**src/design/bdq_pkg.sv**
```systemverilog
// ----------------------------------------------------------------------------
// Button debounce event queue package
// Shared operation codes, controller states and control/status structs.
// ----------------------------------------------------------------------------
package bdq_pkg;

  typedef enum logic [2:0] {
    OP_ALLOC = 3'd0,
    OP_FREE  = 3'd1,
    OP_KEY   = 3'd2,
    OP_POP   = 3'd3,
    OP_CLEAR = 3'd4,
    OP_QUERY = 3'd5
  } op_e;

  typedef enum logic [2:0] {
    ST_IDLE,
    ST_SCAN,
    ST_CHECK,
    ST_POP,
    ST_DONE
  } state_e;

  typedef struct packed {
    logic latch;
    logic scan_clr;
    logic scan_inc;
    logic do_alloc;
    logic do_free;
    logic do_key;
    logic do_pop_rd;
    logic do_pop;
    logic do_clear;
    logic do_query;
    logic finish;
  } ctrl_t;

  typedef struct packed {
    op_e  op;
    logic hit;
    logic scan_last;
    logic ring_empty;
  } stat_t;

endpackage

```
**src/design/bdq_ram.sv**
```systemverilog
// ----------------------------------------------------------------------------
// Generic RAM
// Single write port and one registered read port.
// ----------------------------------------------------------------------------
module bdq_ram #(
  parameter int Width = 8,
  parameter int Depth = 32
) (
  input  logic                     clk_i,
  input  logic                     we_i,
  input  logic [$clog2(Depth)-1:0] waddr_i,
  input  logic [Width-1:0]         wdata_i,
  input  logic [$clog2(Depth)-1:0] raddr_i,
  output logic [Width-1:0]         rdata_o
);
  logic [Width-1:0] mem_q [Depth];

  always_ff @(posedge clk_i) begin
    if (we_i) begin
      mem_q[waddr_i] <= wdata_i;
    end
    rdata_o <= mem_q[raddr_i];
  end
endmodule

```
**src/design/bdq_ctrl.sv**
```systemverilog
// ----------------------------------------------------------------------------
// Button debounce event queue controller
// Sequences each operation and issues datapath commands.
// ----------------------------------------------------------------------------
module bdq_ctrl (
  input  logic          clk_i,
  input  logic          rst_ni,
  input  logic          start_i,
  input  bdq_pkg::stat_t stat_i,
  output bdq_pkg::ctrl_t ctrl_o,
  output logic          busy_o
);
  bdq_pkg::state_e state_q, state_d;

  always_ff @(posedge clk_i or negedge rst_ni) begin
    if (!rst_ni) begin
      state_q <= bdq_pkg::ST_IDLE;
    end else begin
      state_q <= state_d;
    end
  end

  always_comb begin
    state_d = state_q;
    case (state_q)
      bdq_pkg::ST_IDLE: begin
        if (start_i) state_d = bdq_pkg::ST_CHECK;
      end
      bdq_pkg::ST_CHECK: begin
        case (stat_i.op)
          bdq_pkg::OP_ALLOC, bdq_pkg::OP_KEY: state_d = bdq_pkg::ST_SCAN;
          bdq_pkg::OP_POP: state_d = stat_i.ring_empty ? bdq_pkg::ST_DONE : bdq_pkg::ST_POP;
          default: state_d = bdq_pkg::ST_DONE;
        endcase
      end
      bdq_pkg::ST_SCAN: begin
        if (stat_i.hit || stat_i.scan_last) state_d = bdq_pkg::ST_DONE;
      end
      bdq_pkg::ST_POP: state_d = bdq_pkg::ST_DONE;
      bdq_pkg::ST_DONE: state_d = bdq_pkg::ST_IDLE;
      default: state_d = bdq_pkg::ST_IDLE;
    endcase
  end

  always_comb begin
    ctrl_o = '0;
    busy_o = (state_q != bdq_pkg::ST_IDLE);
    case (state_q)
      bdq_pkg::ST_IDLE: ctrl_o.latch = start_i;
      bdq_pkg::ST_CHECK: begin
        ctrl_o.scan_clr = 1'b1;
        case (stat_i.op)
          bdq_pkg::OP_FREE:  ctrl_o.do_free = 1'b1;
          bdq_pkg::OP_CLEAR: ctrl_o.do_clear = 1'b1;
          bdq_pkg::OP_QUERY: ctrl_o.do_query = 1'b1;
          bdq_pkg::OP_POP:   ctrl_o.do_pop_rd = 1'b1;
          default: ;
        endcase
      end
      bdq_pkg::ST_SCAN: begin
        ctrl_o.scan_inc = 1'b1;
        if (stat_i.hit) begin
          ctrl_o.do_alloc = (stat_i.op == bdq_pkg::OP_ALLOC);
          ctrl_o.do_key   = (stat_i.op == bdq_pkg::OP_KEY);
        end
      end
      bdq_pkg::ST_POP: ctrl_o.do_pop = 1'b1;
      bdq_pkg::ST_DONE: ctrl_o.finish = 1'b1;
      default: ;
    endcase
  end
endmodule

```
**src/design/bdq_dp.sv**
```systemverilog
// ----------------------------------------------------------------------------
// Button debounce event queue datapath
// Slot table, scan counter, event ring and result registers.
// ----------------------------------------------------------------------------
module bdq_dp #(
  parameter int SlotCount = 32,
  parameter int RingDepth = 32
) (
  input  logic           clk_i,
  input  logic           rst_ni,
  input  bdq_pkg::ctrl_t ctrl_i,
  output bdq_pkg::stat_t stat_o,
  input  logic [2:0]     mode_i,
  input  logic [4:0]     slot_i,
  input  logic [7:0]     pin_i,
  input  logic [7:0]     key_id_i,
  input  logic [15:0]    debounce_ms_i,
  input  logic           key_down_i,
  input  logic [31:0]    now_ms_i,
  output logic           done_o,
  output logic           success_o,
  output logic [4:0]     given_slot_o,
  output logic           button_down_o,
  output logic [4:0]     event_slot_o,
  output logic           event_press_o,
  output logic [31:0]    event_time_o,
  output logic [7:0]     event_pin_o,
  output logic [7:0]     event_key_o
);
  localparam int SW = (SlotCount > 1) ? $clog2(SlotCount) : 1;
  localparam int RW = $clog2(RingDepth);
  localparam int EW = 54;

  logic [2:0]  mode_q;
  logic [4:0]  slot_q;
  logic [7:0]  pin_q, key_q;
  logic [15:0] deb_q;
  logic        down_q;
  logic [31:0] now_q;

  logic [SlotCount-1:0] used_q;
  logic [7:0]  spin_q [SlotCount];
  logic [7:0]  skey_q [SlotCount];
  logic [15:0] sdeb_q [SlotCount];
  logic        sprs_q [SlotCount];
  logic [31:0] stime_q [SlotCount];

  logic [SW-1:0] idx_q;
  logic [RW-1:0] head_q, tail_q;
  logic [RW-1:0] head_nx, tail_nx;
  logic          sel_ok;
  logic [SW-1:0] qsel;
  logic          match, fire;
  logic [31:0]   elapsed;
  logic          hit;
  logic [EW-1:0] ring_wd, ring_rd;

  logic          res_ok_q, res_bd_q, done_q;
  logic [4:0]    res_gs_q;

  assign head_nx = (head_q == RW'(RingDepth - 1)) ? '0 : head_q + 1'b1;
  assign tail_nx = (tail_q == RW'(RingDepth - 1)) ? '0 : tail_q + 1'b1;

  assign sel_ok  = (32'(slot_q) < 32'(SlotCount));
  assign qsel    = SW'(slot_q);
  assign match   = used_q[idx_q] && (skey_q[idx_q] == key_q);
  assign elapsed = now_q - stime_q[idx_q];
  assign fire    = (elapsed >= 32'(sdeb_q[idx_q])) && (sprs_q[idx_q] != down_q);
  assign hit     = (mode_q == 3'(bdq_pkg::OP_ALLOC)) ? !used_q[idx_q] : match;

  assign stat_o.op         = bdq_pkg::op_e'(mode_q);
  assign stat_o.hit        = hit;
  assign stat_o.scan_last  = (32'(idx_q) == 32'(SlotCount - 1));
  assign stat_o.ring_empty = (head_q == tail_q);

  assign ring_wd = {5'(idx_q), down_q, now_q, spin_q[idx_q], skey_q[idx_q]};

  bdq_ram #(.Width(EW), .Depth(RingDepth)) u_ring (
    .clk_i   (clk_i),
    .we_i    (ctrl_i.do_key && fire),
    .waddr_i (tail_q),
    .wdata_i (ring_wd),
    .raddr_i (head_q),
    .rdata_o (ring_rd)
  );

  always_ff @(posedge clk_i) begin
    if (ctrl_i.latch) begin
      mode_q <= mode_i;
      slot_q <= slot_i;
      pin_q  <= pin_i;
      key_q  <= key_id_i;
      deb_q  <= debounce_ms_i;
      down_q <= key_down_i;
      now_q  <= now_ms_i;
    end
    if (ctrl_i.do_alloc) begin
      spin_q[idx_q]  <= pin_q;
      skey_q[idx_q]  <= key_q;
      sdeb_q[idx_q]  <= deb_q;
      sprs_q[idx_q]  <= 1'b0;
      stime_q[idx_q] <= '0;
    end
    if (ctrl_i.do_key && fire) begin
      sprs_q[idx_q]  <= down_q;
      stime_q[idx_q] <= now_q;
    end
  end

  always_ff @(posedge clk_i or negedge rst_ni) begin
    if (!rst_ni) begin
      used_q   <= '0;
      idx_q    <= '0;
      head_q   <= '0;
      tail_q   <= '0;
      res_ok_q <= 1'b0;
      res_bd_q <= 1'b0;
      res_gs_q <= '0;
      done_q   <= 1'b0;
      event_slot_o  <= '0;
      event_press_o <= 1'b0;
      event_time_o  <= '0;
      event_pin_o   <= '0;
      event_key_o   <= '0;
    end else begin
      done_q <= ctrl_i.finish;
      if (ctrl_i.latch) begin
        res_ok_q <= 1'b0;
        res_bd_q <= 1'b0;
        res_gs_q <= '0;
        event_slot_o  <= '0;
        event_press_o <= 1'b0;
        event_time_o  <= '0;
        event_pin_o   <= '0;
        event_key_o   <= '0;
      end
      if (ctrl_i.scan_clr) idx_q <= '0;
      else if (ctrl_i.scan_inc) idx_q <= idx_q + 1'b1;
      if (ctrl_i.do_free && sel_ok) used_q[qsel] <= 1'b0;
      if (ctrl_i.do_query && sel_ok && used_q[qsel]) res_bd_q <= sprs_q[qsel];
      if (ctrl_i.do_alloc) begin
        used_q[idx_q] <= 1'b1;
        res_ok_q <= 1'b1;
        res_gs_q <= 5'(idx_q);
      end
      if (ctrl_i.do_key && fire) begin
        res_ok_q <= 1'b1;
        tail_q   <= tail_nx;
        if (tail_nx == head_q) head_q <= head_nx;
      end
      if (ctrl_i.do_pop) begin
        res_ok_q <= 1'b1;
        head_q   <= head_nx;
        {event_slot_o, event_press_o, event_time_o, event_pin_o, event_key_o} <= ring_rd;
      end
      if (ctrl_i.do_clear) begin
        head_q <= '0;
        tail_q <= '0;
      end
    end
  end

  assign done_o        = done_q;
  assign success_o     = res_ok_q;
  assign given_slot_o  = res_gs_q;
  assign button_down_o = res_bd_q;
endmodule

```
**src/design/button_debounce_event_queue_top.sv**
```systemverilog
// ----------------------------------------------------------------------------
// Button debounce event queue top level
// Slot table with debounce and an event ring, one operation per start beat.
// Free, query, clear and a pop of an empty ring pass from the check state to
// done; a pop that returns an event adds the pop state, and allocate and key
// events scan the slots in order until a hit or the last slot.
// The slot scan loop sets the rate; the next beat is taken in the result cycle.
// Reset frees all slots and empties the ring; the receiver cannot stall.
// ----------------------------------------------------------------------------
module button_debounce_event_queue_top #(
  parameter int SLOT_COUNT = 32,
  parameter int RING_DEPTH = 32
) (
  input  logic        clk_i,
  input  logic        rst_ni,
  input  logic        start,
  output logic        busy,
  input  logic [2:0]  mode_i,
  input  logic [4:0]  slot_i,
  input  logic [7:0]  pin_i,
  input  logic [7:0]  key_id_i,
  input  logic [15:0] debounce_ms_i,
  input  logic        key_down_i,
  input  logic [31:0] now_ms_i,
  output logic        done_o,
  output logic        success_o,
  output logic [4:0]  given_slot_o,
  output logic        button_down_o,
  output logic [4:0]  event_slot_o,
  output logic        event_press_o,
  output logic [31:0] event_time_o,
  output logic [7:0]  event_pin_o,
  output logic [7:0]  event_key_o
);
  bdq_pkg::ctrl_t ctrl;
  bdq_pkg::stat_t stat;
  logic           busy_c;

  bdq_ctrl u_ctrl (
    .clk_i  (clk_i),
    .rst_ni (rst_ni),
    .start_i(start),
    .stat_i (stat),
    .ctrl_o (ctrl),
    .busy_o (busy_c)
  );

  bdq_dp #(.SlotCount(SLOT_COUNT), .RingDepth(RING_DEPTH)) u_dp (
    .clk_i, .rst_ni,
    .ctrl_i(ctrl), .stat_o(stat),
    .mode_i, .slot_i, .pin_i, .key_id_i, .debounce_ms_i, .key_down_i, .now_ms_i,
    .done_o, .success_o, .given_slot_o, .button_down_o,
    .event_slot_o, .event_press_o, .event_time_o, .event_pin_o, .event_key_o
  );

  assign busy = busy_c;

  a_done_after_busy: assert property (@(posedge clk_i) disable iff (!rst_ni)
    done_o |-> $past(busy_c)) else $error("done without operation");
  a_no_start_while_busy: assert property (@(posedge clk_i) disable iff (!rst_ni)
    (start && !busy) |=> busy_c) else $error("start not taken");
  a_success_alloc: assert property (@(posedge clk_i) disable iff (!rst_ni)
    (done_o && given_slot_o != 5'd0) |-> success_o) else $error("slot without success");
endmodule
```
**config.mk**
```make
export PLATFORM = sky130hd
export DESIGN_NAME = button_debounce_event_queue_top
export DESIGN_NICKNAME = d
export VERILOG_FILES = /design/src/design/bdq_pkg.sv /design/src/design/bdq_ram.sv /design/src/design/bdq_ctrl.sv /design/src/design/bdq_dp.sv /design/src/design/button_debounce_event_queue_top.sv
export SDC_FILE = /design/constraint.sdc
export NUM_CORES = 2
export LEC_CHECK = 0
export BUFFER_PORTS_ARGS = -buffer_cell sky130_fd_sc_hd__buf_2
export CAP_MARGIN = 20
export CELL_PAD_IN_SITES_DETAIL_PLACEMENT = 2
export CELL_PAD_IN_SITES_GLOBAL_PLACEMENT = 2
export CORE_MARGIN = 4
export CORE_UTILIZATION = 56
export CTS_BUF_LIST = sky130_fd_sc_hd__clkbuf_8
export DETAILED_ROUTE_END_ITERATION = 7
export GPL_ROUTABILITY_DRIVEN = 0
export PLACE_DENSITY_LB_ADDON = 0.1
export SYNTH_ARGS = -nofsm -noshare
export SYNTH_HDL_FRONTEND = slang
export SYNTH_HIERARCHICAL = 1
export SYNTH_SLANG_ARGS = --single-unit
```
**constraint.sdc**
```tcl
create_clock -name clk_i -period 17.39 [get_ports clk_i]
set_input_delay 2.6085 -clock clk_i [delete_from_list [all_inputs] [get_ports clk_i]]
set_output_delay 2.6085 -clock clk_i [all_outputs]
set_load 0.03 [all_outputs]
```
==> results.toml, run 1 <==
[place]
hpwl_mm = 348
portBuffers = 138

[die]
fp-row-count = 193
dieWidth_um = 537
start_util_pct = 56.4
dieHeight_um = 537
pin_count = 139

[run_status]
error = "[ERROR DPL-0033] detailed placement checks failed during check placement."
failed_stage = "detailed placement"
outcome = "aborted with a tool error"

[yosys]
synth_nets = 8042
syn-cell-area_mm2 = 0.157
syn_avg_cell_area_um2 = 19.8
synth_cells = 7907
yosysWarnings = 6
-- metrics by stage --
step	hold slack [ns]	std cells	setup WS (ns)	instance area (µm²)
floorplan	0.440	7907	7.66	157000
global placement	0.446	11500	6.55	162000
==> inputs of run 2 (changes only) <==
CELL_PAD_IN_SITES_DETAIL_PLACEMENT = default   (was 2)
CELL_PAD_IN_SITES_GLOBAL_PLACEMENT = default   (was 2)
CORE_UTILIZATION = 40   (was 56)
CTS_BUF_LIST = default   (was sky130_fd_sc_hd__clkbuf_8)
PLACE_DENSITY_LB_ADDON = 0.15   (was 0.1)
==> run 2 against run 1 <==
Net effect:
- synthesized cell count unchanged
- area after synthesis stayed put
- the flow now finishes without violations
==> results.toml, run 2 <==
[run_status]
outcome = "completed"

[die]
pin_count = 139
dieHeight_um = 634
coreArea_mm2 = 0.389
dieWidth_um = 634
start_util_pct = 40.2
dieArea_mm2 = 0.402
fp-row-count = 229

[power]
p_comb_share_pct = 18.8
power_frac_seq_pct = 46.0
netSwitchingPower_mw = 7.06
clock_power_share_pct = 35.3
p_leak_nw = 54.8
power_density_mw_per_mm2 = 141
sw_frac_of_total_pct = 28.1
p_int_mw = 18.1
finalPower_mw = 25.1
peakVddDrop_mv = 0.200

[setup_path]
crit_fanout = 48
path_buf_inv = 5
path_delay_family = "compound AO/OA/AOI/OAI gates"
critPathMostFrequentCell = "buf_4"
slowest_delay_ns = 0.86
cp_slowest_cell = "dfrtp_4"
cp.arrival_ns = 11.43
path_cells = "buf_4, buf_4, buf_4, mux4_2, a22oi_1, and4_1, ha_1, a21oi_1, o21ai_0, a311oi_1, xnor2_1, ha_1, o2111a_1, a22oi_1, o311ai_0, a2111o_1, nor4b_2, o2111ai_1, nor4_2, a21oi_4, buf_4, o21ai_2, nor2_4, buf_4"
worst_setup_path_start_kind = "flip-flop"
cp_data_required_time_ns = 18.03
crit_type = "flip-flop to flip-flop"
critPathCaptureType = "flip-flop"

[clocking]
cts_buffer_depth = 4
cts_tree = "built"
clockRootBuffer = "clkbuf_16"
htree_levels = 5
cts.sinks = 4052
cts_buffers = 425
cts_setup_buffers = 0
clkTransAtPathRegs_ns = 0.06
ctsHoldBuffers = 0
cts_resized = 0
clock_latency_ns = 0.98

[timing]
fin_crit_ns = 10.79
worst_pin_slew_ns = 1.13
hold_viol_final = 0
tns_ns = 0
fin_worst_skew_ns = 0.0516
drv_slew = 0
finalCritPeriodShare_pct = 62.1
slew-limit-headroom_pct = 24.8
fmax_ghz = 0.0927
rsz0062_at_grt = "no"
setup_viol = 0

[yosys]
synth_nets = 8042
yosysWarnings = 6
syn-cell-area_mm2 = 0.157
syn_avg_cell_area_um2 = 19.8
synth_cells = 7907

[worst_hold_path]
hold_class = "flip-flop to flip-flop"

[place]
dpl_cell_area_mm2 = 0.164
portBuffers = 138
hpwl_mm = 237
dp.cells = 13000

[finish]
final_area_mm2 = 0.178
final_common_cell = "edfxtp_1"
top_register = "u_dp/u_ring/mem_q"
reg_top3 = "u_dp/u_ring/mem_q (1728), u_dp/stime_q (1024), u_dp/sdeb_q (512)"
fillerInstances = 32700
layout.nets = 8410
drive_above_1_share_pct = 19.5
largest_reg_flops = 1728
area.growth.synth_to_final_pct = 13.8
final_cells = 13800
most-common-layout-cells = "3881 x edfxtp_1, 877 x mux2i_1, 546 x mux4_2"

[routing]
routed_wl_mm = 439
first_pass_iters = 8
vias_per_cell = 5.74
vias = 79500
ant_nets = 0
wire_per_inst_um = 31.7
drc = 0
drt_iter0_drc = 7925

[global_route]
grt-ovfl-total = 0
grt_pass1_vias = 80900
grtUsageTotal_pct = 21.4
grt_antenna_before_repair = 37
grt_max_degree = 167
grt_pass1_wl_mm = 617

[run]
drv_cap = 0
-- run 2: layout make-up --
class	instances	area [µm²]	share of cell area [%]
multi-input combinational	3378	34400	19.3
inverter	25	93.8	0.0527
sequential	4052	121000	67.7
tap	5197	6500	3.65
clock inverter	246	2290	1.28
clock buffer	538	11300	6.37
timing repair buffer	393	2970	1.67
antenna	18	45.0	0.0253
-- run 2: through the flow --
stage	worst slack, ns	hold slack (ns)	util (%)
after floorplan	7.66	0.440	-
after global placement	6.76	0.447	42.1
after detailed placement	6.65	0.446	42.1
after CTS	6.61	0.463	45.6
after global routing	6.17	0.481	45.8
final	6.60	0.461	45.8
-- run 2: worst paths after layout --
kind	from	to	slack [ns]	depth (start not counted)
worst max register to register	u_dp/idx_q[1]	u_dp/stime_q[13][2]	6.60	24
max in group asynchronous	rst_ni	u_dp/head_q[0]	14.17	2
worst min-delay path	u_dp/u_ring/rdata_o[8]	u_dp/event_pin_o[0]	0.46	1
min in group asynchronous	rst_ni	u_dp/event_time_o[3]	1.73	1
worst min register to register	u_dp/u_ring/rdata_o[8]	u_dp/event_pin_o[0]	0.46	1
worst max-delay path	u_dp/idx_q[1]	u_dp/stime_q[13][2]	6.60	24
-- run 2: layer usage --
metal	part of all wire, %	GRT usage, %	wire length [µm]	up-vias
li1	-	-	-	33400
met3	5.2	2.42	22900	609
met4	2.9	6.17	12800	0
met1	42	29.6	186000	42900
met5	0	0	0	-
met2	49	36.0	217000	2628
-- run 2: power by group through the flow --
stage	clock, mW	combinational (mW)	sequential (mW)
finish	8.87	4.72	11.6
global route	9.47	5.04	11.6
CTS	9.07	4.79	11.6
detailed placement	0	4.78	11.8
global placement	0	4.76	11.8
floorplan	0	3.13	11.8
No activity file was read; power rests on OpenSTA's default activity.
